--- src/rtl/fnpd_pkg.sv ---
// Shared types and constants for the fractional-N divider calculator.
// Used by every module of the block; depends on nothing.
package fnpd_pkg;

   // Configuration register indexes.
   localparam logic CSR_PFD_HZ = 1'b0;
   localparam logic CSR_MOD2   = 1'b1;

   // Reset values of the configuration registers.
   localparam logic [26:0] PFD_HZ_RESET = 27'd10000000;
   localparam logic [13:0] MOD2_RESET   = 14'd16383;

   // Band edges in hertz.
   localparam logic [33:0] BAND_LOW_HZ   = 34'd53125000;
   localparam logic [33:0] DOUBLER_LO_HZ = 34'd6800000000;
   localparam logic [33:0] BAND_HIGH_HZ  = 34'd13600000000;

   // Control word constants.
   localparam logic [31:0] R0_AUTOCAL = 32'h0020_0000;
   localparam logic [31:0] R1_ADDR    = 32'h0000_0001;
   localparam logic [31:0] R2_ADDR    = 32'h0000_0002;

   // Quotient bits of each division phase.
   localparam int INT_BITS   = 16;
   localparam int FRAC2_BITS = 14;
   localparam int QUO_BITS   = INT_BITS + 24 + FRAC2_BITS;

   // One item as it moves through the divider pipeline.
   typedef struct packed {
      logic                valid;
      logic                oor;
      logic                dbl;
      logic [2:0]          sel;
      logic [27:0]         rem;   // running remainder, below pfd2 unless oor is set
      logic [15:0]         num;   // numerator bits still to shift in, msb first
      logic [QUO_BITS-1:0] quo;   // quotient bits collected so far
   } item_type;

endpackage

--- src/rtl/fnpd_band.sv ---
// Entry stage: band selection, range check and first remainder of INT.
// Depends on fnpd_pkg.
module fnpd_band
   import fnpd_pkg::*;
(
   input  logic        clock,
   input  logic        reset,
   input  logic        en,
   input  logic        in_valid,
   input  logic [33:0] freq,
   input  logic [27:0] pfd2,
   output item_type    item_ff
);

   logic [2:0]  cnt;
   logic [2:0]  sel;
   logic        in_band;
   logic        dbl;
   logic [33:0] vco2;
   logic        ovf;
   item_type    item_in;

   // Count the octave edges at or below the frequency to pick the divider.
   always_comb begin
      cnt = {2'b0, freq >= (BAND_LOW_HZ << 1)} + {2'b0, freq >= (BAND_LOW_HZ << 2)}
          + {2'b0, freq >= (BAND_LOW_HZ << 3)} + {2'b0, freq >= (BAND_LOW_HZ << 4)}
          + {2'b0, freq >= (BAND_LOW_HZ << 5)} + {2'b0, freq >= (BAND_LOW_HZ << 6)};
      sel     = 3'd6 - cnt;
      in_band = (freq >= BAND_LOW_HZ) && (freq <= BAND_HIGH_HZ);
      dbl     = freq >= DOUBLER_LO_HZ;
      vco2    = dbl ? freq : ((freq << sel) << 1);
      // INT overflows when the top bits already reach the divisor.
      ovf     = (pfd2 == 28'd0) || ({10'b0, vco2[33:16]} >= pfd2);
   end

   // Load the first division state.
   always_comb begin
      item_in.valid = in_valid;
      item_in.oor   = !in_band || ovf;
      item_in.dbl   = dbl;
      item_in.sel   = dbl ? 3'd0 : sel;
      item_in.rem   = {10'b0, vco2[33:16]};
      item_in.num   = vco2[15:0];
      item_in.quo   = '0;
   end

   always_ff @(posedge clock) begin
      if (reset) begin
         item_ff.valid <= 1'b0;
      end else if (en) begin
         item_ff <= item_in;
      end
   end

endmodule

--- config.mk ---
export PLATFORM = sky130hd
export DESIGN_NAME = fnpd_band
export DESIGN_NICKNAME = d
export VERILOG_FILES = /design/src/rtl/fnpd_pkg.sv /design/src/rtl/fnpd_band.sv
export SDC_FILE = /design/constraint.sdc
export NUM_CORES = 1
export LEC_CHECK = 0
export BUFFER_PORTS_ARGS = -buffer_cell sky130_fd_sc_hd__buf_2
export CAP_MARGIN = 20
export CORE_UTILIZATION = 57
export CTS_BUF_LIST = sky130_fd_sc_hd__clkbuf_8
export CTS_CLUSTER_SIZE = 14
export DETAILED_ROUTE_END_ITERATION = 16
export PLACE_DENSITY = 0.95
export SYNTH_ARGS = -nofsm -noshare
export SYNTH_HDL_FRONTEND = slang
export SYNTH_SLANG_ARGS = --single-unit
--- constraint.sdc ---
create_clock -name clock -period 17.6 [get_ports clock]
set_input_delay 0.88 -clock clock [delete_from_list [all_inputs] [get_ports clock]]
set_output_delay 0.88 -clock clock [all_outputs]
set_load 0.02 [all_outputs]
# Yosys cells after proc, flatten, opt, wreduce, memory -nomap -nowiden
# Index checks and enable logic that the tools add are counted.
# W data, S select, Z words.
[totals] register_bits=40 out_inout_bits=104 input_bits=66 wordCells=32
[op_classes] n_lt_le_gt_ge=10 n_bitwise=1 n_reduce_logical=6 shift=1 mux=1 addsub=6
[ops] cell="$ge A34 B26 Y1 const B" n=1
[ops] cell="$ge A34 B27 Y1 const B" n=1
[ops] cell="$ge A34 B28 Y1 const B" n=1
[ops] cell="$ge A34 B29 Y1 const B" n=1
[ops] cell="$ge A34 B30 Y1 const B" n=1
[ops] cell="$ge A34 B31 Y1 const B" n=1
[ops] cell="$ge A34 B32 Y1 const B" n=1
[ops] cell="$ge A34 B33 Y1 const B" n=1
[ops] cell="$le A34 B34 Y1 const B" n=1
[ops] cell="$mux W34" n=1
[ops] cell="$shl A34 B3 Y33" n=1
[ops] cell="$ge A18 B28 Y1" n=1
[ops] cell="$logic_not A28 Y1" n=1
[ops] cell="$add A3 B1 Y3" n=3
[ops] cell="$add A2 B1 Y3" n=1
[ops] cell="$sub A3 B3 Y3 const A" n=1
[ops] cell="$add A1 B1 Y2" n=1
[ops] cell="$logic_or A1 B1 Y1" n=2
[ops] cell="$reduce_and A2 Y1" n=1
[ops] cell="$logic_and A1 B1 Y1" n=1
[ops] cell="$logic_not A1 Y1" n=1
[ops] cell="$not A1 Y1" n=1

# Longest topological paths before layout
[depth] word_depth=12 ltp_mapped=23 mapped_depth_nobuf=21

# Worst setup path after synthesis
# Ideal clock, no wire load.
[synth_timing] path_kind="input-to-reg" start="in freq[0]" end="reg item_ff[102] in the netlist's numbering, data pin" stages=21 path_buffers=2 path_slack_ps=11362 arrival_ps=5969 required_ps=17332 setup_ps=268 cell_sequence="or4_4 > or4_4 > nor4_1 > o211ai_1 > o311a_1 > fa_1 > inv_1 > ha_1 > fa_1 > ha_1 > clkbuf_1 > buf_2 > mux4_2 > nand2_1 > a31oi_1 > ha_1 > a21o_1 > a21oi_1 > and2b_2 > o41ai_1 > nand4_1"
[synth_rtl] element="start: declaration" line_no="fnpd_band.sv:10" source="input logic [33:0] freq,"
[synth_rtl] element="end signal: assignment" line_no="fnpd_band.sv:51" source="item_ff <= item_in;"
[synth_rtl] element="end: declaration" line_no="fnpd_band.sv:12" source="output item_type item_ff"

==> impl_metrics.env <==
export IMPL_synth_top_flop_cell="edfxtp_1"
export IMPL_syn_area_um2=4781
export IMPL_synth_enable_flop_cells=39
export IMPL_clkLatencyLatePin_ns=0.30
export IMPL_timing_worst_setup_path_type="input port to flip-flop"
export IMPL_yosys_warnings=0
export IMPL_fill_cells=688
export IMPL_failed_checks="DRC"
export IMPL_crit_start_category="input port"
export IMPL_place_congestion=0.9796
export IMPL_detailroute_wirelength_met2_um=6479
export IMPL_netlist_cell_type_count=67
export IMPL_post_cts_resize_count=0
export IMPL_vias_in_the_first_global_route=4210
export IMPL_maxSlewHeadroom_pct=29.28
export IMPL_holdBufCountCts=0
export IMPL_p_leak_nw=2.178
export IMPL_ys_ff_latch=40
export IMPL_wl_met3_um=1346
export IMPL_io_pins=170
export IMPL_setup_repair_after_global_routing_missed_its_margin="no"
export IMPL_synth_avg_cell_area_um2=8.552
export IMPL_r2r_path_start="item_ff[103]$_SDFFE_PP0P_"
export IMPL_dr_first_iter_drc_count=539
export IMPL_slew_viol_final=0
export IMPL_cts_tree="done"
export IMPL_largest_net_degree_at_the_start_of_global_routing=66
export IMPL_timing_critical_path_required_ns=17.64
export IMPL_tritoncts_num_buffers=5
export IMPL_route_final_wire_length_um=13450
export IMPL_largest_reg_flops=40
export IMPL_clock_sinks=40
export IMPL_vias_after_detailed_routing=4639
export IMPL_clk_pin_slew_worst_paths_ns=0.08
export IMPL_die_width_um=93.58
export IMPL_total_congestion_overflow=0
export IMPL_coreArea_um2=8175
export IMPL_port_buffers=105
export IMPL_antenna_found_initial=0
export IMPL_min_period_ns=6.723
export IMPL_wl_met1_um=5195
export IMPL_status="finished with violations"
export IMPL_worstRegToRegCells=2
export IMPL_hold_depth=2
export IMPL_cts_setup_buffers=0
export IMPL_timing_final_setup_violations=0
export IMPL_hpwlAfterDp_um=9781
export IMPL_setup_tns_final_ns=0
export IMPL_cp_end_kind="flip-flop"
export IMPL_dr_pass1_iters=14
export IMPL_grt_first_pass_wirelength_um=21100
export IMPL_total_power_mw=0.3842
export IMPL_max_cap_violations=0
export IMPL_largest_register="item_ff"
export IMPL_synthesis_instances=559
export IMPL_drive_gt1_share_pct=25.08
export IMPL_antenna_violating_nets_post_route=0
export IMPL_rr_endpoint="item_ff[103]$_SDFFE_PP0P_"
export IMPL_routed_len_inst_um=18.40
export IMPL_min_delay_start="item_ff[103]$_SDFFE_PP0P_"
export IMPL_antennaDiodeCount=0
export IMPL_htree_num_levels=2
export IMPL_cts_buffer_depth=2
export IMPL_clock_root_buffer="clkbuf_8"
export IMPL_multi_input_area_um2=3057
export IMPL_r2r_setup_slack_ns=16.98
export IMPL_worst_slew_pin_transition_ns=1.059
export IMPL_async_flop_share_pct=0
export IMPL_layout_top_registers="item_ff: 40 flops"
export IMPL_synth_seq_area_share_pct=24.91
export IMPL_layout_nets=714
export IMPL_design_die_area_um2=8757
export IMPL_grt_util_all_layers_pct=30.91
export IMPL_register_area_um2=1191
export IMPL_viasPerCell=6.346
export IMPL_crit_fanout=38
export IMPL_floorplan_die_height_um=93.58
export IMPL_drc=2
export IMPL_largest_vdd_supply_drop_mv=0.04673
export IMPL_floorplan_initialDensity_pct=58.48
export IMPL_power_per_cell_area_nw_per_um2=74.45
export IMPL_floorplan_rows=33
export IMPL_worstHoldPathType="flip-flop to flip-flop"
export IMPL_clock_skew_ns=0
export IMPL_maxUsedRoutingLayer="met4"
export IMPL_areaGrowthSynthToFinish_pct=7.930
export IMPL_worstPathArrival_ns=6.77
export IMPL_min_to="item_ff[103]$_SDFFE_PP0P_"
export IMPL_finalHoldViolCount=0
export IMPL_fin_crit_sh_pct=38.20
export IMPL_clock_fmax_mhz=148.7
-- area by class of cell --
cell class | instances | area share (%)
multi-input combinational | 441 | 59.24
clock buffer | 5 | 1.334
clock inverter | 3 | 0.9214
inverter | 27 | 1.964
timing repair buffer | 110 | 10.91
sequential | 40 | 23.08
tap | 105 | 2.546
-- cells in the mapped netlist (5+ instances only) --
| master | instances | area, um^2 |
|---|---|---|
| nand4_1 | 13 | 81.33 |
| buf_2 | 15 | 75.07 |
| nor2_1 | 50 | 187.7 |
| or4_1 | 6 | 45.04 |
| nand2_1 | 60 | 225.2 |
| o211ai_1 | 6 | 45.04 |
| edfxtp_1 | 39 | 1171 |
| nor4_1 | 17 | 106.4 |
| nand3_1 | 13 | 65.06 |
| a31oi_1 | 25 | 156.4 |
| mux2i_1 | 17 | 170.2 |
| inv_1 | 26 | 97.59 |
| a21oi_1 | 21 | 105.1 |
| o21ai_0 | 5 | 25.02 |
| nor3_1 | 5 | 25.02 |
| ha_1 | 20 | 250.2 |
| buf_4 | 66 | 495.5 |
| mux4_2 | 21 | 473.0 |
| a21o_1 | 5 | 37.54 |
| nor2b_1 | 10 | 62.56 |
| o31ai_1 | 5 | 37.54 |
| a211oi_1 | 5 | 37.54 |
| clkbuf_1 | 31 | 116.4 |
| nand2b_1 | 5 | 31.28 |
-- worst max-delay path, stage by stage --
cell      delay, ns
buf_2          0.14
or4_4          0.58
or4_4          0.44
nor4_1         0.35
o211ai_1       0.13
o311a_1        0.15
fa_1           0.51
inv_1          0.04
ha_1           0.26
buf_4          0.46
ha_1           0.22
buf_4          0.46
mux4_2         0.59
mux2i_1        0.22
a21o_1         0.16
ha_1           0.22
and3_1         0.15
o21ai_0        0.15
a311oi_1       0.12
o41ai_1        0.36
nand4_1        0.13
-- cell usage in the layout, fill, tap and decap left out, types with 4 or more instances in the layout --
cell type / Yosys / final
nand2b_1: 5 / 5
o21ai_1: 4 / 4
o21ai_0: 5 / 5
clkbuf_8: 0 / 5
a31oi_1: 25 / 24
a21o_1: 5 / 5
a21oi_1: 21 / 21
conb_1: 1 / 64
mux2i_1: 17 / 17
o21a_1: 4 / 4
or4_1: 6 / 6
buf_2: 15 / 105
nor4_1: 17 / 17
nor2_1: 50 / 50
buf_4: 66 / 5
nor2b_1: 10 / 9
nand2_1: 60 / 60
nand4_1: 13 / 13
nor3_1: 5 / 5
a211oi_1: 5 / 5
mux4_2: 21 / 21
nand3_1: 13 / 13
o31ai_1: 5 / 5
edfxtp_1: 39 / 39
ha_1: 20 / 20
o211ai_1: 6 / 6
inv_1: 26 / 26
-- worst max path at each step --
stage / to / slack (ns) / cells after the start / startpoint
after floorplan: item_ff[102]$_DFFE_PP_ / 11.36 / 21 / freq[0]
after CTS: item_ff[102]$_DFFE_PP_ / 10.95 / 21 / freq[25]
after detailed placement: item_ff[102]$_DFFE_PP_ / 10.64 / 21 / freq[25]
final: item_ff[102]$_DFFE_PP_ / 10.88 / 21 / freq[0]
after global placement: item_ff[102]$_DFFE_PP_ / 10.80 / 21 / freq[25]
after global routing: item_ff[102]$_DFFE_PP_ / 10.41 / 21 / freq[24]
-- through the flow --
stage | hold slack [ns] | worst slack, ns | instances | area [um^2] | utilization, %
2_1_floorplan | 0.5788 | 11.36 | 622 | 5017 | -
3_3_place_gp | 0.4681 | 10.80 | 723 | 5044 | 61.69
3_5_place_dp | 0.5208 | 10.64 | 723 | 5044 | 61.69
4_1_cts | 0.5414 | 10.95 | 731 | 5160 | 63.12
5_1_grt | 0.5616 | 10.41 | 731 | 5160 | 63.12
6_report | 0.5329 | 10.88 | 731 | 5160 | 63.12
-- where the power goes --
group	internal (mW)	total [mW]	switching, mW
logic	0.0696	0.187	0.118
clock network	0.0427	0.0777	0.0350
registers	0.117	0.119	0.00221
total	0.229	0.384	0.155
-- layer usage --
metal,global-route usage [%],vias up
met5,0,-
met1,41.22,2172
met4,12.44,0
met2,51.96,360
li1,-,2068
met3,2.439,39
-- kinds of logic (layout without fill, tap and decap cells) --
logic type | count (synthesis) | after routing | share of synthesized area [%]
AOI/OAI and AO/OA | 102 | 102 | 14.63
xor gates and xnor gates | 2 | 2 | 0.3665
adders and majority gates | 23 | 23 | 6.490
buffers and inverters | 141 | 145 | 16.88
DFF | 40 | 40 | 24.91
muxes | 40 | 40 | 13.92
other | 1 | 64 | 0.07844
and+or+nand+nor | 210 | 210 | 22.72
Note: power is estimated with default switching activity, not from simulation.
