**config.mk**
```make
export PLATFORM = sky130hd
export DESIGN_NAME = fnpd_div_step
export DESIGN_NICKNAME = d
export VERILOG_FILES = /design/src/rtl/fnpd_pkg.sv /design/src/rtl/fnpd_div_step.sv
export SDC_FILE = /design/constraint.sdc
export NUM_CORES = 1
export LEC_CHECK = 0
export BUFFER_PORTS_ARGS = -buffer_cell sky130_fd_sc_hd__buf_2
export CAP_MARGIN = 20
export CORE_MARGIN = 3
export CORE_UTILIZATION = 45
export CTS_CLUSTER_SIZE = 30
export DETAILED_ROUTE_END_ITERATION = 8
export PLACE_DENSITY = 0.77
export SYNTH_ARGS = -nofsm -noshare
export SYNTH_HDL_FRONTEND = slang
export SYNTH_SLANG_ARGS = --single-unit
```
**constraint.sdc**
```tcl
create_clock -name clock -period 6.6 [get_ports clock]
set_input_delay 0.66 -clock clock [delete_from_list [all_inputs] [get_ports clock]]
set_output_delay 0.66 -clock clock [all_outputs]
set_load 0.02 [all_outputs]
```
**src/rtl/fnpd_pkg.sv**
```systemverilog
// Shared types and constants for the fractional-N divider calculator.
// Used by every module of the block; depends on nothing.
package fnpd_pkg;

   // Configuration register indexes.
   localparam logic CSR_PFD_HZ = 1'b0;
   localparam logic CSR_MOD2   = 1'b1;

   // Reset values of the configuration registers.
   localparam logic [26:0] PFD_HZ_RESET = 27'd10000000;
   localparam logic [13:0] MOD2_RESET   = 14'd16383;

   // Band edges in hertz.
   localparam logic [33:0] BAND_LOW_HZ   = 34'd53125000;
   localparam logic [33:0] DOUBLER_LO_HZ = 34'd6800000000;
   localparam logic [33:0] BAND_HIGH_HZ  = 34'd13600000000;

   // Control word constants.
   localparam logic [31:0] R0_AUTOCAL = 32'h0020_0000;
   localparam logic [31:0] R1_ADDR    = 32'h0000_0001;
   localparam logic [31:0] R2_ADDR    = 32'h0000_0002;

   // Quotient bits of each division phase.
   localparam int INT_BITS   = 16;
   localparam int FRAC2_BITS = 14;
   localparam int QUO_BITS   = INT_BITS + 24 + FRAC2_BITS;

   // One item as it moves through the divider pipeline.
   typedef struct packed {
      logic                valid;
      logic                oor;
      logic                dbl;
      logic [2:0]          sel;
      logic [27:0]         rem;   // running remainder, below pfd2 unless oor is set
      logic [15:0]         num;   // numerator bits still to shift in, msb first
      logic [QUO_BITS-1:0] quo;   // quotient bits collected so far
   } item_type;

endpackage

```
**src/rtl/fnpd_div_step.sv**
```systemverilog
// One restoring division step: one quotient bit per stage.
// Depends on fnpd_pkg.
module fnpd_div_step
   import fnpd_pkg::*;
(
   input  logic        clock,
   input  logic        reset,
   input  logic        en,
   input  item_type    item_i,
   input  logic [27:0] pfd2,
   output item_type    item_ff
);

   logic [28:0] trial;
   logic [28:0] diff;
   logic        ge;
   item_type    item_in;

   // Shift in the next numerator bit and subtract the divisor if it fits.
   always_comb begin
      trial = {item_i.rem, item_i.num[15]};
      diff  = trial - {1'b0, pfd2};
      ge    = trial >= {1'b0, pfd2};
      item_in     = item_i;
      item_in.rem = ge ? diff[27:0] : trial[27:0];
      item_in.num = {item_i.num[14:0], 1'b0};
      item_in.quo = {item_i.quo[QUO_BITS-2:0], ge};
   end

   always_ff @(posedge clock) begin
      if (reset) begin
         item_ff.valid <= 1'b0;
      end else if (en) begin
         item_ff <= item_in;
      end
   end

endmodule

```
# Word level (Yosys, flattened, before mapping)
# Index checks and enable logic that the tools add are counted.
# word_totals
in_bits,135
regBits,103
elab_cells,12
output_inout_bits,104
# op_classes
n_lt_le_gt_ge,1
n_addsub,1
n_bitwise,1
reduce_logical,1
muxes,1
# op_table
op,count
29-bit by 28-bit greater-or-equal comparator with 1-bit output,1
28-bit two-way mux,1
28-bit subtractor,1
2-bit AND reduction,1
1-bit inverter,1

# Logic depth before layout (Yosys ltp)
# Gate-level depths: netlist of run 1.
# depth
word_depth,2
mapped_depth,13
ltp_nobuf,11

# Least setup slack after synthesis of run 1
# Ideal clock, no wire load.
# synth_path
kind,in2reg
startpoint,input port reset
endpoint,"register item_ff[0] (netlist name), enable pin"
path_slack_ns,0.827
path_buffers,0
required_ns,6.022
cell_stages,1
arrival_ns,5.196
setup_time_ns,0.578
cell_sequence,nor2b_1
# synth_via
elab_chain_cells,2
# synth_rtl
item,line,source
"start, declared",fnpd_div_step.sv:7,"input logic reset,"
1-bit inverter (no line),-,
2-bit AND reduction (no line),-,
"end signal, assigned",fnpd_div_step.sv:34,item_ff <= item_in;
"end, declared",fnpd_div_step.sv:11,output item_type item_ff
# Every way passes these cells.
# A chain may end at the register's enable or synchronous reset.

==> results of run 1 <==
==> critical path: stages <==
cell and delay (ns):
buf_2 0.10, ha_1 0.37, o211ai_1 0.10, a21oi_1 0.23
o21ai_1 0.18, a31oi_2 0.26, a31oi_2 0.17, a21oi_2 0.21
a41o_1 0.67, buf_4 0.38, mux2_2 0.37
==> cells by family (layout without fill, tap and decap cells) <==
kind of cell	Yosys count	in the layout	synth area share (%)
fa+ha+maj	29	29	7.02
xor+xnor	22	22	3.65
compound gates	91	91	12.2
buf+inv	55	292	4.50
other cells	1	3	0.0711
simple gates	78	78	7.52
mux	30	30	6.61
flops	103	103	58.4
==> power breakdown <==
| part | internal (mW) | switching, mW | total (mW) |
|---|---|---|---|
| Sequential | 0.784 | 0.0126 | 0.797 |
| Combinational | 0.169 | 0.231 | 0.399 |
| Clock | 0.347 | 0.238 | 0.585 |
| Total | 1.30 | 0.481 | 1.78 |
==> layout make-up <==
type	instances	area, um2
diodes	2	5.00
clock buffers	11	243
clock inverters	5	87.6
fillers	876	4230
inverters	38	143
multi-input cells	251	1960
flip-flops and latches	103	3080
well taps	140	175
repair buffers	238	1200
==> stage by stage <==
step | hold slack, ns | utilization (%)
after floorplan | 0.579 | -
after global routing | 0.477 | 62.0
after CTS | 0.477 | 61.9
final | 0.492 | 62.0
after detailed placement | 0.482 | 59.0
after global placement | 0.473 | 59.0
==> routing by layer <==
layer / part of all wire, % / GRT usage (%) / up-vias
met5: 0 / 0 / -
met4: 2.3 / 7.28 / 0
met3: 8.9 / 5.71 / 24
met2: 52 / 37.5 / 185
met1: 37 / 22.4 / 1881
li1: - / - / 1978
==> placed cells by master, fill, tap and decap left out, types with 3 or more instances in the layout <==
master	n
a21o_1	12
nand2_1	18
o21bai_1	5
o21ai_0	12
inv_1	38
mux2_2	19
nor3_1	7
xor2_1	9
nor2_1	19
and3_1	5
nand2b_1	3
o211ai_1	5
nand3_1	6
a21oi_1	30
mux2i_1	6
clkbuf_16	9
edfxtp_1	102
buf_2	236
nand4_1	7
xnor2_1	13
a31oi_1	3
ha_1	28
mux2_4	5
==> how the worst max path moves through the flow <==
stage | startpoint | endpoint | slack, ns | cells after the start
4_1_cts | item_i[72] | item_ff[77]$_DFFE_PP_ | 2.89 | 11
3_3_place_gp | item_i[72] | item_ff[74]$_DFFE_PP_ | 2.61 | 11
6_report | item_i[71] | item_ff[73]$_DFFE_PP_ | 2.96 | 11
5_1_grt | item_i[73] | item_ff[77]$_DFFE_PP_ | 2.73 | 11
3_5_place_dp | item_i[72] | item_ff[73]$_DFFE_PP_ | 2.52 | 11
2_1_floorplan | reset | item_ff[0]$_DFFE_PP_ | 0.83 | 1
==> results.yml, run 1 <==
status:
  outcome: "complete, no violations"
place:
  numPortBuffers: 236
  hpwl_um: 11000
  place_ws_ns: 2.52
  gp_congestion: 0.884
  dp.cells: 770
  placed_area_um2: 6560
drt:
  ant_nets: 0
  post_drt_wl_per_cell_um: 17.5
  drt-initial-drc-count: 197
  drt_first_pass_iters: 5
  vias: 4068
  drc_errors: 0
  routed_wl_um: 13800
  viasPerCell: 5.16
sta:
  slew_viol_final: 0
  hold_viol: 0
  slew-limit-headroom_pct: 40.2
  worst_slack_ns: 2.96
  skew_ns: 0
  fmax_ghz: 0.275
  rsz0062_at_grt: "false"
  fin_crit_ns: 3.64
  setup_violations: 0
  worst_pin_slew_ns: 0.897
  final_min_period_over_clock_period_pct: 55.1
  fin_tns_setup_ns: 0
cells_and_area:
  largest_registers: "item_ff: 103 flops"
  largest_reg_flops: 103
  final_cells: 788
  nets: 805
  largest_register: "item_ff"
  design_area_um2: 6900
  syn_to_final_growth_pct: 30.7
  layout-drive-gt1-share_pct: 45.2
power_and_ir_drop:
  power.leakage_nw: 3.13
  p_total_mw: 1.78
  ir_worst_vdd_uv: 134
  p_per_area_nw_per_um2: 258
yosys:
  synth_edf_count: 102
  ys_seq_elements: 103
  synth_top_area_cell: "edfxtp_1"
  netlist_top_cells_area: "edfxtp_1, ha_1, mux2_2"
  avgSynthCellArea_um2: 12.9
  synth_warnings: 0
  syn_nets: 573
  synthFlopType: "edfxtp_1"
  seq_area_frac_synth_pct: 58.4
  synth_top_area_share_pct: 58.0
  yosysUniqueCellTypes: 55
  netlist_instances: 409
  synth_commonest_cells: "edfxtp_1, inv_1, a21oi_1"
  yosysMostFrequentCell: "edfxtp_1"
  synthArstFlopShare_pct: 0
  netlist_area_um2: 5280
cts:
  clk_latency_ns: 0.33
  clock-sinks: 103
  cts_setup_buffers: 0
  ctsResizeCount: 0
  path_clk_slew_ns: 0.07
  numCtsBuffers: 9
  tritoncts: "done"
  clk_path_buf_depth: 2
  cts-root-buf: "clkbuf_16"
  htreeDepth: 3
  cts_hold_repair.buffers: 0
min_path:
  hold_path_class: "in2reg"
  hold_depth: 1
  holdPathEnd: "item_ff[19]$_DFFE_PP_"
  hp-start: "item_i[18]"
setup_path:
  cp-end-kind: "flip-flop"
  crit_path_start_kind: "primary input"
  worstSetupPathType: "in2reg"
  r2r_slack_ns: 6.01
  cp_data_arrival_time_ns: 3.73
  worst-path-max-fanout: 16
  r2r-start: "item_ff[103]$_SDFFE_PP0P_"
  ff2ff_path_depth: 2
  rr_endpoint: "item_ff[103]$_SDFFE_PP0P_"
  required_ns: 6.69
global_route:
  track_usage_pct: 20.4
  gr-total-overflow: 0
  grt_pass1_wl_um: 20500
  grt_pass1_vias: 4068
  grt_max_degree: 73
  antenna_found_initial: 2
die:
  num_io_pins: 239
  die_w_um: 114
  core_area_um2: 11100
  initial_core_util_pct: 47.4
  die_h_um: 114
  num_rows: 38
  die_area_um2: 13100
run:
  cap_violations: 0
(Power assumes the default switching activity.)
==> run 2, diff against run 1 <==
clock period = 3.4 ns   (was 6.6 ns; I/O delays follow)
==> run 2 against run 1 <==
  * Count of clock-buffer cells in the layout decreased by 2
  * Worst setup slack got worse by 2.3 ns
  * Flip-flop and latch count unchanged
  * Register-to-register slack got worse by 3.3 ns
  * Final area is 0.18% higher
  * Critical path type unchanged
  * Critical endpoint unchanged
  * Highest routed layer unchanged
==> results.yml, run 2 (synthesis results as in run 1) <==
status:
  outcome: "complete, no violations"
sta:
  worst_pin_slew_ns: 0.537
  setup_violations: 0
  final_min_period_over_clock_period_pct: 81.5
  fin_crit_ns: 2.77
  hold_viol: 0
  rsz0062_at_grt: "false"
  slew-limit-headroom_pct: 64.2
  slew_viol_final: 0
  skew_ns: 0
  fin_tns_setup_ns: 0
  fmax_ghz: 0.361
power_and_ir_drop:
  p_per_area_nw_per_um2: 494
  p_sw_share_pct: 28.4
  power_frac_comb_pct: 22.8
  seq_power_share_pct: 45.2
  clockPowerShare_pct: 32.0
  intPower_mw: 2.45
  p_sw_mw: 0.969
  power.leakage_nw: 3.14
  ir_worst_vdd_uv: 272
global_route:
  track_usage_pct: 19.9
  grtUsageMet2_pct: 37.6
  met1_usage_pct: 22.5
  grt_pass1_wl_um: 20300
  met3_usage_pct: 4.92
  antenna_found_initial: 1
  top_usage_layer: "met2"
  grt_max_degree: 103
  gr-total-overflow: 0
  grt_pass1_vias: 4027
setup_path:
  crit_chain: "buf_2 -> ha_1 -> o211ai_1 -> a21oi_1 -> o21ai_1 -> a31oi_2 -> a31oi_2 -> a21oi_2 -> a41o_1 -> buf_4 -> mux2_2"
  cpPeakStageDelay_ns: 0.38
  worstSetupPathType: "in2reg"
  cp_data_arrival_time_ns: 2.87
  path_delay_family: "compound AO/OA/AOI/OAI gates"
  worst_path_most_repeated_cell: "a31oi_2"
  crit_path_start_kind: "primary input"
  path_buf_inv: 2
  worst_path_max_delay_cell: "mux2_2"
  cp-end-kind: "flip-flop"
  required_ns: 3.50
  worst-path-max-fanout: 18
cells_and_area:
  largest_reg_flops: 103
  layout_common_cells: "buf_2, edfxtp_1, inv_1"
  largest_registers: "item_ff: 103 flops"
  final_cells: 788
  layout-drive-gt1-share_pct: 45.4
  nets: 806
  multi_input_area_um2: 1960
  syn_to_final_growth_pct: 30.9
  largest_register: "item_ff"
  regArea_um2: 3080
  fillers: 890
  layout_commonest_cell: "buf_2"
drt:
  ant_nets: 0
  viasPerCell: 5.16
  drt-initial-drc-count: 261
  post_drt_wl_per_cell_um: 17.2
  drc_errors: 0
  drt_first_pass_iters: 4
  vias: 4067
  routed_wl_um: 13600
place:
  numPortBuffers: 236
  gp_congestion: 0.838
  hpwl_um: 10700
  dp.cells: 771
cts:
  cts_setup_buffers: 0
  clk_latency_ns: 0.34
  cts-root-buf: "clkbuf_16"
  ctsResizeCount: 0
  cts_hold_repair.buffers: 0
  htreeDepth: 3
  clk_path_buf_depth: 2
  tritoncts: "done"
  clock-sinks: 103
  path_clk_slew_ns: 0.08
  numCtsBuffers: 9
die:
  initial_core_util_pct: 47.4
  num_rows: 38
  core_area_um2: 11100
  die_area_um2: 13100
  num_io_pins: 239
  die_w_um: 114
  die_h_um: 114
run:
  cap_violations: 0
min_path:
  hold_path_class: "in2reg"
-- run 2: power groups by stage --
stage	sequential, mW	clock (mW)	combinational (mW)
global route	1.55	1.18	0.845
global placement	1.57	0	0.760
floorplan	1.71	0	0.394
finish	1.54	1.09	0.777
detailed placement	1.57	0	0.776
CTS	1.55	1.12	0.782
-- run 2: final timing paths --
kind / from / end / slack (ns) / cells past startpoint
hold reg to reg: item_ff[103]$_SDFFE_PP0P_ / item_ff[103]$_SDFFE_PP0P_ / 0.60 / 2
setup / recovery: item_i[71] / item_ff[73]$_DFFE_PP_ / 0.63 / 11
setup reg to reg: item_ff[103]$_SDFFE_PP0P_ / item_ff[103]$_SDFFE_PP0P_ / 2.72 / 2
hold / removal: item_i[61] / item_ff[62]$_DFFE_PP_ / 0.17 / 1
-- run 2: per-layer routing --
metal	vias to the layer above	part of all wire [%]
met5	-	0
met4	0	1.4
met3	16	7.8
met2	180	53
met1	1883	38
li1	1988	-
-- run 2: cell type report --
cell class                      count  share of cell area (%)
Clock inverter                      7                    1.45
Timing Repair Buffer              239                    17.6
Multi-Input combinational cell    251                    28.4
Inverter                           38                    2.06
Clock buffer                        9                    3.26
Sequential cell                   103                    44.6
Tap cell                          140                    2.54
Antenna cell                        1                  0.0362
-- run 2: stage by stage --
stage	power, mW	util, %	cell area [um2]	setup slack [ns]	hold slack [ns]
floorplan	2.10	-	5290	0.763	0.412
detailed placement	2.35	59.2	6580	0.277	0.518
global placement	2.33	59.2	6580	0.331	0.500
finish	3.42	62.1	6910	0.628	0.169
CTS	3.45	62.1	6910	0.644	0.156
global route	3.58	62.1	6910	0.491	0.145
