### src/rtl/fnpd_pkg.sv
// Shared types and constants for the fractional-N divider calculator.
// Used by every module of the block; depends on nothing.
package fnpd_pkg;

   // Configuration register indexes.
   localparam logic CSR_PFD_HZ = 1'b0;
   localparam logic CSR_MOD2   = 1'b1;

   // Reset values of the configuration registers.
   localparam logic [26:0] PFD_HZ_RESET = 27'd10000000;
   localparam logic [13:0] MOD2_RESET   = 14'd16383;

   // Band edges in hertz.
   localparam logic [33:0] BAND_LOW_HZ   = 34'd53125000;
   localparam logic [33:0] DOUBLER_LO_HZ = 34'd6800000000;
   localparam logic [33:0] BAND_HIGH_HZ  = 34'd13600000000;

   // Control word constants.
   localparam logic [31:0] R0_AUTOCAL = 32'h0020_0000;
   localparam logic [31:0] R1_ADDR    = 32'h0000_0001;
   localparam logic [31:0] R2_ADDR    = 32'h0000_0002;

   // Quotient bits of each division phase.
   localparam int INT_BITS   = 16;
   localparam int FRAC2_BITS = 14;
   localparam int QUO_BITS   = INT_BITS + 24 + FRAC2_BITS;

   // One item as it moves through the divider pipeline.
   typedef struct packed {
      logic                valid;
      logic                oor;
      logic                dbl;
      logic [2:0]          sel;
      logic [27:0]         rem;   // running remainder, below pfd2 unless oor is set
      logic [15:0]         num;   // numerator bits still to shift in, msb first
      logic [QUO_BITS-1:0] quo;   // quotient bits collected so far
   } item_type;

endpackage

### src/rtl/fnpd_mul.sv
// Scales the FRAC1 leftover by mod2 and sets up the FRAC2 division.
// Depends on fnpd_pkg.
module fnpd_mul
   import fnpd_pkg::*;
(
   input  logic        clock,
   input  logic        reset,
   input  logic        en,
   input  item_type    item_i,
   input  logic [13:0] mod2,
   output item_type    item_ff
);

   logic [41:0] prod;
   item_type    item_in;

   // The quotient stays below mod2, so the high product bits are a valid remainder.
   always_comb begin
      prod        = {14'b0, item_i.rem} * {28'b0, mod2};
      item_in     = item_i;
      item_in.rem = prod[41:14];
      item_in.num = {prod[13:0], 2'b0};
   end

   always_ff @(posedge clock) begin
      if (reset) begin
         item_ff.valid <= 1'b0;
      end else if (en) begin
         item_ff <= item_in;
      end
   end

endmodule

### config.mk
export PLATFORM = sky130hd
export DESIGN_NAME = fnpd_mul
export DESIGN_NICKNAME = d
export VERILOG_FILES = /design/src/rtl/fnpd_pkg.sv /design/src/rtl/fnpd_mul.sv
export SDC_FILE = /design/constraint.sdc
export NUM_CORES = 1
export LEC_CHECK = 0
export BUFFER_PORTS_ARGS = -buffer_cell sky130_fd_sc_hd__buf_2
export CORE_ASPECT_RATIO = 1.25
export CORE_MARGIN = 2
export CORE_UTILIZATION = 60
export DETAILED_ROUTE_END_ITERATION = 12
export PLACE_DENSITY = 0.83
export SLEW_MARGIN = 20
export SYNTH_ARGS = -nofsm -noshare
export SYNTH_HDL_FRONTEND = slang
export SYNTH_SLANG_ARGS = --single-unit
### constraint.sdc
create_clock -name clock -period 7.85 [get_ports clock]
set_clock_uncertainty 0.15 [all_clocks]
set_input_delay 0 -clock clock [delete_from_list [all_inputs] [get_ports clock]]
set_output_delay 0 -clock clock [all_outputs]
set_load 0.05 [all_outputs]
# --- Word level (Yosys, flattened, before mapping) ---
# Index checks and enable logic that the tools add are counted.
classes:
  muxes: 0
  n_reduce_logical: 1
  div: 0
  magnitude_cmp: 0
  bitwise: 1
  eq_ne: 0
  addsub: 0
  mul: 1
  shifts: 0
ops:
  columns: ["cell", "n"]
  rows:
  - ["$mul 28x14->42", 1]
  - ["$reduce_and 2->1", 1]
  - ["$not 1->1", 1]
word_totals:
  elab_cells: 10
  mem_count: 0
  regBits: 102
  out_inout_bits: 104
  ramBits: 0
  latchBits: 0
  rom_bits: 0
  input_bits: 121

# --- Logic depth before layout (Yosys ltp) ---
# Gate-level depths: netlist of the first run.
depth:
  ltp_word: 2
  mapped_depth: 26

# --- Least setup slack after synthesis of the first run ---
# OpenSTA, ideal clock, no wires.
synth_path:
  path_type: "input -> register"
  start: "input mod2[2]"
  end: "register item_ff[96] (netlist name), data pin"
  path_stages: 26
  slack_ns: 1.898
  path_buffers: 3
  arrival_time_ns: 5.534
  cell_sequence: "clkbuf_1 clkbuf_1 and2_1 fa_1 inv_1 fa_1 inv_1 fa_1 inv_1 fa_1 inv_1 fa_1 inv_1 fa_1 inv_1 ha_1 buf_2 a41oi_1 o21ai_1 a21oi_1 o21ai_1 a311oi_2 o21ai_1 a21oi_1 o31ai_1 xor2_1"
synth_via:
  elab_chain_cells: 1
synth_lines:
  columns: ["element", "line_no", "rtl"]
  rows:
  - ["start, declared", "fnpd_mul.sv:10", "input logic [13:0] mod2,"]
  - ["$mul 28x14->42", "fnpd_mul.sv:19", "prod = {14'b0, item_i.rem} * {28'b0, mod2};"]
  - ["named net prod[40]", "fnpd_mul.sv:14", "logic [41:0] prod;"]
  - ["end signal, assigned", "fnpd_mul.sv:29", "item_ff <= item_in;"]
  - ["end, declared", "fnpd_mul.sv:11", "output item_type item_ff"]
# The timed path passes the listed nets, and every way through them passes these cells.
# A chain may end at the register's enable or synchronous reset.

# --- Worst setup path after layout of the first run ---
layout_path:
  start: "input mod2[5]"
  end: "register item_ff[96] (netlist name), data pin"
# Same word-level chain as after synthesis.

==> results.sh, run 1 <==
export IMPL_status="completed"
export IMPL_placementRows=66
export IMPL_crit_start="mod2[5]"
export IMPL_die_area_mm2=0.02746
export IMPL_synthArstFlopShare_pct=0
export IMPL_yosys_top_cells_area="fa_1 39%, edfxtp_1 19%, ha_1 8.5%"
export IMPL_finalSetupViolCount=0
export IMPL_avgSynthCellArea_um2=10.01
export IMPL_die_w_um=148.6
export IMPL_synth_most_common_cell="inv_1"
export IMPL_fin_crit_sh_pct=81.75
export IMPL_end_kind="flop"
export IMPL_fin_crit_ps=6417
export IMPL_max_freq_mhz=155.8
export IMPL_cts_clk_slew_worst_paths_ps=80
export IMPL_crit_arrival_ps=6340
export IMPL_start_util_pct=60.68
export IMPL_top_regs="item_ff: 102 flops"
export IMPL_yosys_warnings=0
export IMPL_yosys_area_top_type_share_pct=39.44
export IMPL_fp_dieH_um=184.8
export IMPL_cts_root_buffer_cell="clkbuf_16"
export IMPL_worst_ep_required_time_ps=7770
export IMPL_netlist_area_mm2=0.01569
export IMPL_yosysSeqAreaShare_pct=19.46
export IMPL_holdCritStartpoint="item_i[70]"
export IMPL_r2r_start="item_ff[103]$_SDFFE_PP0P_"
export IMPL_htreeDepth=3
export IMPL_seq_area_mm2=0.003053
export IMPL_clk_latency_ps=340
export IMPL_final_hold_violation_count=0
export IMPL_drive_gt1_share_pct=13.71
export IMPL_cts_sinks=102
export IMPL_grt_busiest_layer="met2"
export IMPL_ctsResizeCount=0
export IMPL_overflow=0
export IMPL_cp_start_kind="input pin"
export IMPL_track_usage_pct=30.06
export IMPL_drc=0
export IMPL_synth_distinct_cells=58
export IMPL_antenna_found_initial=0
export IMPL_ys_seq_elements=102
export IMPL_vias=11870
export IMPL_cts_buffers=9
export IMPL_largest_register="item_ff"
export IMPL_slew_viol_final=0
export IMPL_fillers=1844
export IMPL_drt_first_pass_iters=8
export IMPL_yosysTopAreaCell="fa_1"
export IMPL_fin_tns_setup_ps=0
export IMPL_largest_reg_flops=102
export IMPL_grt_max_degree=95
export IMPL_nets=2303
export IMPL_area_growth_pct=13.35
export IMPL_antenna_left=0
export IMPL_avgRoutedWirePerCell_um=18.62
export IMPL_cap_violations=0
export IMPL_via_per_inst=5.621
export IMPL_dp_final_hpwl_um=28750
export IMPL_multiInputGateArea_mm2=0.01109
export IMPL_cp_max_fo=28
export IMPL_grt_pass1_wl_um=64330
export IMPL_portBuffers=206
export IMPL_tightest_slew_ps=876.4
export IMPL_synth_ff_type="edfxtp_1"
export IMPL_num_antenna_cells=0
export IMPL_synthTopCellsByCount="329 x inv_1, 309 x fa_1, 242 x nand2_1"
export IMPL_wl_um=39320
export IMPL_grt_pass1_vias=13070
export IMPL_clock_path_buffers=2
export IMPL_min_path_type="input pin to flop"
export IMPL_rsz0062_at_grt="no"
export IMPL_slew_headroom_pct=41.57
export IMPL_met1_usage_pct=33.49
export IMPL_drt_iter0_drc=775
export IMPL_gp_congestion=0.8887
export IMPL_cts_tree="done"
export IMPL_syn_instance_count=1567
export IMPL_grtUsageMet3_pct=4.335
export IMPL_grtUsageMet2_pct=55.93
export IMPL_synth_edf_count=101
export IMPL_coreArea_mm2=0.02585
export IMPL_path_class="input pin to flop"
export IMPL_io_pins=225
==> layout by cell type, fill, tap and decap left out, types with 3 or more instances in the layout <==
master / count
inv_1: 329
fa_1: 309
nand2_1: 242
buf_2: 206
and2_1: 181
ha_1: 106
edfxtp_1: 101
dlygate4sd3_1: 62
a21oi_1: 38
xnor2_1: 29
a21o_1: 20
o21ai_0: 16
nor2_1: 12
xor2_1: 12
nand4_1: 9
clkbuf_16: 9
o21ai_1: 8
o21bai_1: 6
a211oi_1: 4
nand3_1: 4
nor3_1: 4
nor2b_1: 4
nand2b_1: 4
a31oi_1: 4
a21oi_2: 3
a41oi_1: 3
a211oi_2: 3
o211ai_1: 3
==> path summary, 6_finish.rpt <==
path                                                   to  slack, ps  cells past startpoint
worst max-delay path                item_ff[96]$_DFFE_PP_       1430                     21
worst min-delay path                item_ff[56]$_DFFE_PP_         40                      2
worst max register to register  item_ff[103]$_SDFFE_PP0P_       6470                      3
worst min register to register  item_ff[103]$_SDFFE_PP0P_       1000                      3
==> logic make-up after synthesis <==
group / after synthesis / share of synthesized area, %
compound gates: 125 / 5.464
xor+xnor: 41 / 2.289
fa+ha+maj: 415 / 47.89
buf+inv: 410 / 9.931
flops: 102 / 19.46
mux: 1 / 0.06382
other cells: 1 / 0.02391
simple gates: 472 / 14.87
==> through the flow <==
| step | hold slack, ps | cells | setup slack, ps | util, % | area (um2) |
|---|---|---|---|---|---|
| after floorplan | -77.62 | 1568 | 1898 | - | 15690 |
| after global placement | 26.39 | 2034 | 1373 | 65.14 | 16840 |
| after detailed placement | 28.09 | 2034 | 1281 | 65.14 | 16840 |
| after CTS | 29.42 | 2112 | 1591 | 68.77 | 17770 |
| after global routing | 46.36 | 2112 | 1214 | 68.78 | 17780 |
| final | 36.24 | 2112 | 1433 | 68.78 | 17780 |
==> cell type report <==
| cell class | count | share of cell area [%] |
|---|---|---|
| Sequential cell | 102 | 17.17 |
| Inverter | 329 | 6.946 |
| Clock inverter | 7 | 0.5138 |
| Timing Repair Buffer | 269 | 9.353 |
| Multi-Input combinational cell | 1056 | 62.35 |
| Clock buffer | 9 | 1.267 |
| Tap cell | 340 | 2.393 |
==> layer usage <==
layer,up-vias,routed length (um)
li1,5124,-
met1,6011,13040
met2,567,21770
met3,170,2355
met4,0,2153
met5,-,0
==> timing repair <==
item,CTS,global route
hold buffers,62,0
setup buffers,0,0
endpoints found under the hold margin,67,0
==> worst max-delay path: stages <==
cell and delay (ps):
buf_2 490, nand2_1 170, fa_1 530, fa_1 530, inv_1 70, fa_1 550
fa_1 420, fa_1 570, inv_1 70, fa_1 500, inv_1 50, ha_1 370
a211oi_2 250, o21ai_0 160, o21ai_0 210, a21boi_1 100, a311oi_2 450, o21ai_1 160
a21oi_1 300, o31ai_1 160, xor2_1 190
Power of run 1 is left out: the tool's default activity adds up to more than one toggle a clock period on the data nets, which glitch-free logic cannot reach.
==> run 2: changes to the inputs <==
==> constraint.sdc (replaced) <==
create_clock -name clock -period 5.95 [get_ports clock]
set_clock_uncertainty 0.15 [all_clocks]
set_input_delay 0 -clock clock [delete_from_list [all_inputs] [get_ports clock]]
set_output_delay 0 -clock clock [all_outputs]
set_load 0.05 [all_outputs]
==> results.sh, run 2 (synthesized netlist as in run 1, its figures left out) <==
export IMPL_vias=12360
export IMPL_drive_gt1_share_pct=18.97
export IMPL_min_path_type="input pin to flop"
export IMPL_grt_max_degree=90
export IMPL_slew_headroom_pct=43.17
export IMPL_rsz0062_at_grt="no"
export IMPL_largest_register="item_ff"
export IMPL_overflow=0
export IMPL_dp_cells=2144
export IMPL_min_path_cells=3
export IMPL_clock_path_buffers=2
export IMPL_drt_iter0_drc=601
export IMPL_avgRoutedWirePerCell_um=19.16
export IMPL_placementRows=66
export IMPL_mostFrequentLayoutCell="inv_1"
export IMPL_path_class="input pin to flop"
export IMPL_via_per_inst=5.559
export IMPL_cts_tree="done"
export IMPL_grt_pass1_vias=14210
export IMPL_mostFrequentLayoutCells="329 x inv_1, 309 x fa_1, 242 x nand2_1"
export IMPL_rr_endpoint="item_ff[103]$_SDFFE_PP0P_"
export IMPL_end_kind="flop"
export IMPL_dp_final_hpwl_um=32580
export IMPL_whs_endpoint="item_ff[56]$_DFFE_PP_"
export IMPL_cts_root_buffer_cell="clkbuf_16"
export IMPL_tightest_slew_ps=852.4
export IMPL_drt_first_pass_iters=7
export IMPL_coreArea_mm2=0.02585
export IMPL_dp_worst_setup_slack_ps=-150.0
export IMPL_largest_reg_flops=102
export IMPL_antenna_found_initial=1
export IMPL_fin_tns_setup_ps=0
export IMPL_max_freq_mhz=173.8
export IMPL_r2r_start="item_ff[103]$_SDFFE_PP0P_"
export IMPL_drc=0
export IMPL_cts_buffers=9
export IMPL_regToRegSetupSlack_ps=4640
export IMPL_cts_sinks=102
export IMPL_nets=2413
export IMPL_finalSetupViolCount=0
export IMPL_clk_latency_ps=340
export IMPL_antenna_left=0
export IMPL_top_regs="item_ff: 102 flops"
export IMPL_timing_final_ws_setup_ps=196.5
export IMPL_fp_dieH_um=184.8
export IMPL_fin_crit_ps=5753
export IMPL_cts_clk_slew_worst_paths_ps=70
export IMPL_cp_start_kind="input pin"
export IMPL_grt_pass1_wl_um=68560
export IMPL_reg2regPathDepth=3
export IMPL_die_area_mm2=0.02746
export IMPL_fin_cells=2223
export IMPL_status="completed"
export IMPL_start_util_pct=60.68
export IMPL_holdCritStartpoint="item_i[70]"
export IMPL_io_pins=225
export IMPL_worst_ep_required_time_ps=5900
export IMPL_wl_um=42600
export IMPL_gp_congestion=0.9099
export IMPL_cp_max_fo=9
export IMPL_cap_violations=0
export IMPL_portBuffers=206
export IMPL_track_usage_pct=32.50
export IMPL_fin_crit_sh_pct=96.70
export IMPL_crit_arrival_ps=5700
export IMPL_die_w_um=148.6
export IMPL_final_hold_violation_count=0
export IMPL_area_growth_pct=19.38
export IMPL_htreeDepth=3
export IMPL_post_cts_repair_setup_buffers=0
export IMPL_slew_viol_final=0
run 2: metal layers:
metal / up-vias / wire length, um / track usage [%]
met5: - / 0 / 0
met4: 0 / 3402 / 23.62
met3: 235 / 2517 / 4.581
met2: 607 / 23520 / 61.00
met1: 6168 / 13150 / 32.56
li1: 5348 / - / -
run 2: stage by stage:
| stage | util (%) | hold WS, ps | instance area [um2] |
|---|---|---|---|
| 6_report | 72.45 | 12.64 | 18730 |
| 3_5_place_dp | 68.68 | 28.30 | 17750 |
| 2_1_floorplan | - | -77.62 | 15690 |
| 4_1_cts | 72.24 | 11.77 | 18670 |
| 5_1_grt | 72.45 | 47.38 | 18730 |
| 3_3_place_gp | 68.68 | 26.16 | 17750 |
run 2: repair_timing:
| action | 4_1_cts | 5_1_grt |
|---|---|---|
| gates resized for setup | 0 | 13 |
| setup endpoints to repair | 0 | 11 |
| hold buffers | 62 | 0 |
| endpoints found under the hold margin | 72 | 0 |
run 2: layout make-up:
type | count | area (um2)
Multi-Input combinational cell | 1056 | 11120
Fill cell | 1758 | 7122
Sequential cell | 102 | 3053
Timing Repair Buffer | 379 | 2586
Inverter | 329 | 1235
Tap cell | 340 | 425.4
Clock buffer | 9 | 225.2
Clock inverter | 7 | 75.07
Antenna cell | 1 | 2.502
run 2: critical path, stage by stage:
cell      delay [ps]
clkbuf_4         190
and2_1           200
fa_1             530
inv_1             50
fa_1             480
inv_1             50
fa_1             500
fa_1             520
fa_1             530
inv_1             60
fa_1             490
inv_1             50
ha_1             290
a211oi_2         230
o21ai_0          160
o21ai_0          220
a21boi_1         110
a311oi_2         360
buf_4            190
o21ai_1           70
a21o_1           200
a21oi_2          140
xnor2_1           80
run 2: worst max path at each step:
stage,startpoint,endpoint,slack (ps),depth (start not counted)
floorplan,mod2[2],item_ff[96]$_DFFE_PP_,2,26
global placement,mod2[2],item_ff[94]$_DFFE_PP_,-6,20
detailed placement,mod2[2],item_ff[91]$_DFFE_PP_,-150,23
CTS,mod2[2],item_ff[91]$_DFFE_PP_,220,23
global route,mod2[2],item_ff[95]$_DFFE_PP_,3,23
finish,mod2[2],item_ff[80]$_DFFE_PP_,200,23
Power of run 2 is left out for the same reason.
==> run 3: changes to the inputs <==
--- a/config.mk
+++ b/config.mk
@@ -5,12 +5,12 @@
 export SDC_FILE = /design/constraint.sdc
 export NUM_CORES = 1
 export LEC_CHECK = 0
-export BUFFER_PORTS_ARGS = -buffer_cell sky130_fd_sc_hd__buf_2
 export CORE_ASPECT_RATIO = 1.25
 export CORE_MARGIN = 2
-export CORE_UTILIZATION = 60
+export CORE_UTILIZATION = 65
 export DETAILED_ROUTE_END_ITERATION = 12
-export PLACE_DENSITY = 0.83
+export DONT_BUFFER_PORTS = 1
+export PLACE_DENSITY = 0.81
 export SLEW_MARGIN = 20
 export SYNTH_ARGS = -nofsm -noshare
 export SYNTH_HDL_FRONTEND = slang
==> results.sh, run 3 (synthesized netlist as in run 1, its figures left out) <==
export IMPL_fin_crit_sh_pct=95.57
export IMPL_vias=10760
export IMPL_r2r_start="item_ff[103]$_SDFFE_PP0P_"
export IMPL_num_antenna_cells=0
export IMPL_cts_sinks=102
export IMPL_path_class="input pin to flop"
export IMPL_wl_um=36260
export IMPL_drive_gt1_share_pct=3.034
export IMPL_cp_cell_sequence="and2_1, fa_1, inv_1, fa_1, inv_1, fa_1, inv_1, fa_1, inv_1, fa_1, inv_1, fa_1, inv_1, ha_1, a41oi_1, o21ai_1, a21oi_1, o21ai_1, a311oi_2, o21ai_1, a21oi_1, o31ai_1, xor2_1"
export IMPL_cts_tree="done"
export IMPL_coreArea_mm2=0.02373
export IMPL_rr_endpoint="item_ff[103]$_SDFFE_PP0P_"
export IMPL_end_kind="flop"
export IMPL_portBuffers=0
export IMPL_fp_dieH_um=177.7
export IMPL_cp_max_fo=14
export IMPL_track_usage_pct=30.19
export IMPL_final_hold_violation_count=0
export IMPL_antenna_found_initial=0
export IMPL_htreeDepth=3
export IMPL_crit_start="item_i[77]"
export IMPL_overflow=0
export IMPL_largest_reg_flops=102
export IMPL_crit_path_end="item_ff[96]$_DFFE_PP_"
export IMPL_avgRoutedWirePerCell_um=19.02
export IMPL_status="completed"
export IMPL_reg2regPathDepth=3
export IMPL_drt_iter0_drc=507
export IMPL_cts_root_buffer_cell="clkbuf_16"
export IMPL_cp_slowest_stage_delay_ps=550
export IMPL_placed_area_mm2=0.01587
export IMPL_finalSetupViolCount=0
export IMPL_grt_pass1_vias=12010
export IMPL_cp_start_kind="input pin"
export IMPL_grt_pass1_wl_um=59000
export IMPL_grt_max_degree=60
export IMPL_max_freq_mhz=175.9
export IMPL_cts_buffers=9
export IMPL_slew_viol_final=0
export IMPL_fin_cells=1907
export IMPL_top_regs="item_ff: 102 flops"
export IMPL_io_pins=225
export IMPL_cts_clk_slew_worst_paths_ps=70
export IMPL_slew_headroom_pct=51.57
export IMPL_post_cts_repair_setup_buffers=0
export IMPL_tightest_slew_ps=726.4
export IMPL_dp_final_hpwl_um=27730
export IMPL_via_per_inst=5.644
export IMPL_stdcell_area_mm2=0.01683
export IMPL_nets=2113
export IMPL_crit_arrival_ps=5620
export IMPL_mostFrequentLayoutCell="inv_1"
export IMPL_drc=0
export IMPL_die_area_mm2=0.02540
export IMPL_area_growth_pct=7.291
export IMPL_cap_violations=0
export IMPL_placementRows=63
export IMPL_die_w_um=142.9
export IMPL_cp_slowest_cell="fa_1"
export IMPL_start_util_pct=66.11
export IMPL_fin_crit_ps=5687
export IMPL_rsz0062_at_grt="no"
export IMPL_clock_path_buffers=2
export IMPL_worst_ep_required_time_ps=5880
export IMPL_clk_latency_ps=340
export IMPL_mostFrequentLayoutCells="329 x inv_1, 309 x fa_1, 242 x nand2_1"
export IMPL_largest_register="item_ff"
export IMPL_dp_cells=1824
export IMPL_ctsResizeCount=0
export IMPL_gp_congestion=0.8719
export IMPL_drt_first_pass_iters=5
export IMPL_antenna_left=0
export IMPL_regToRegSetupSlack_ps=4270
export IMPL_min_path_type="input pin to flop"
==> run 3: metal layers <==
| metal | routed length [um] | GRT usage (%) |
|---|---|---|
| met4 | 1326 | 12.17 |
| met2 | 20450 | 56.56 |
| met1 | 12650 | 34.25 |
| met3 | 1841 | 4.452 |
| met5 | 0 | 0 |
==> run 3: worst min-delay path by stage <==
stage / from / to / slack [ps] / cells after the start
after floorplan: reset / item_ff[103]$_SDFFE_PP0P_ / -80 / 1
after global placement: reset / item_ff[103]$_SDFFE_PP0P_ / -70 / 1
after detailed placement: reset / item_ff[103]$_SDFFE_PP0P_ / -70 / 1
after CTS: reset / item_ff[80]$_DFFE_PP_ / 40 / 2
after global routing: reset / item_ff[69]$_DFFE_PP_ / 70 / 2
final: reset / item_ff[80]$_DFFE_PP_ / 50 / 2
==> run 3: what timing repair did <==
action,4_1_cts,5_1_grt
endpoints found under the hold margin,63,0
hold buffers,67,0
setup endpoints to repair,0,1
==> run 3: worst max-delay path, delay by kind of cell <==
family	cells	cell delay, ps
and+or+nand+nor	1	160
buffers and inverters	6	320
adders and majority gates	7	3370
AOI/OAI and AO/OA	8	1610
xor gates and xnor gates	1	150
==> run 3: per-stage QoR <==
| step | hold slack (ps) | setup TNS (ps) | setup slack (ps) | util, % |
|---|---|---|---|---|
| floorplan | -77.62 | 0 | 2.218 | - |
| global placement | -74.04 | 0 | 52.16 | 66.89 |
| detailed placement | -73.54 | -44.72 | -44.72 | 66.89 |
| CTS | 43.81 | 0 | 302.9 | 70.93 |
| global route | 67.92 | 0 | 23.63 | 70.93 |
| finish | 47.43 | 0 | 263.4 | 70.93 |
==> run 3: cell type report <==
| class | instances | area (um2) |
|---|---|---|
| clock inverter | 7 | 62.56 |
| clock buffer | 9 | 225.2 |
| timing repair buffer | 79 | 760.7 |
| sequential | 102 | 3053 |
| tap | 325 | 406.6 |
| multi-input combinational | 1056 | 11090 |
| fill | 1696 | 6898 |
| inverter | 329 | 1235 |
Power of run 3 is left out for the same reason.
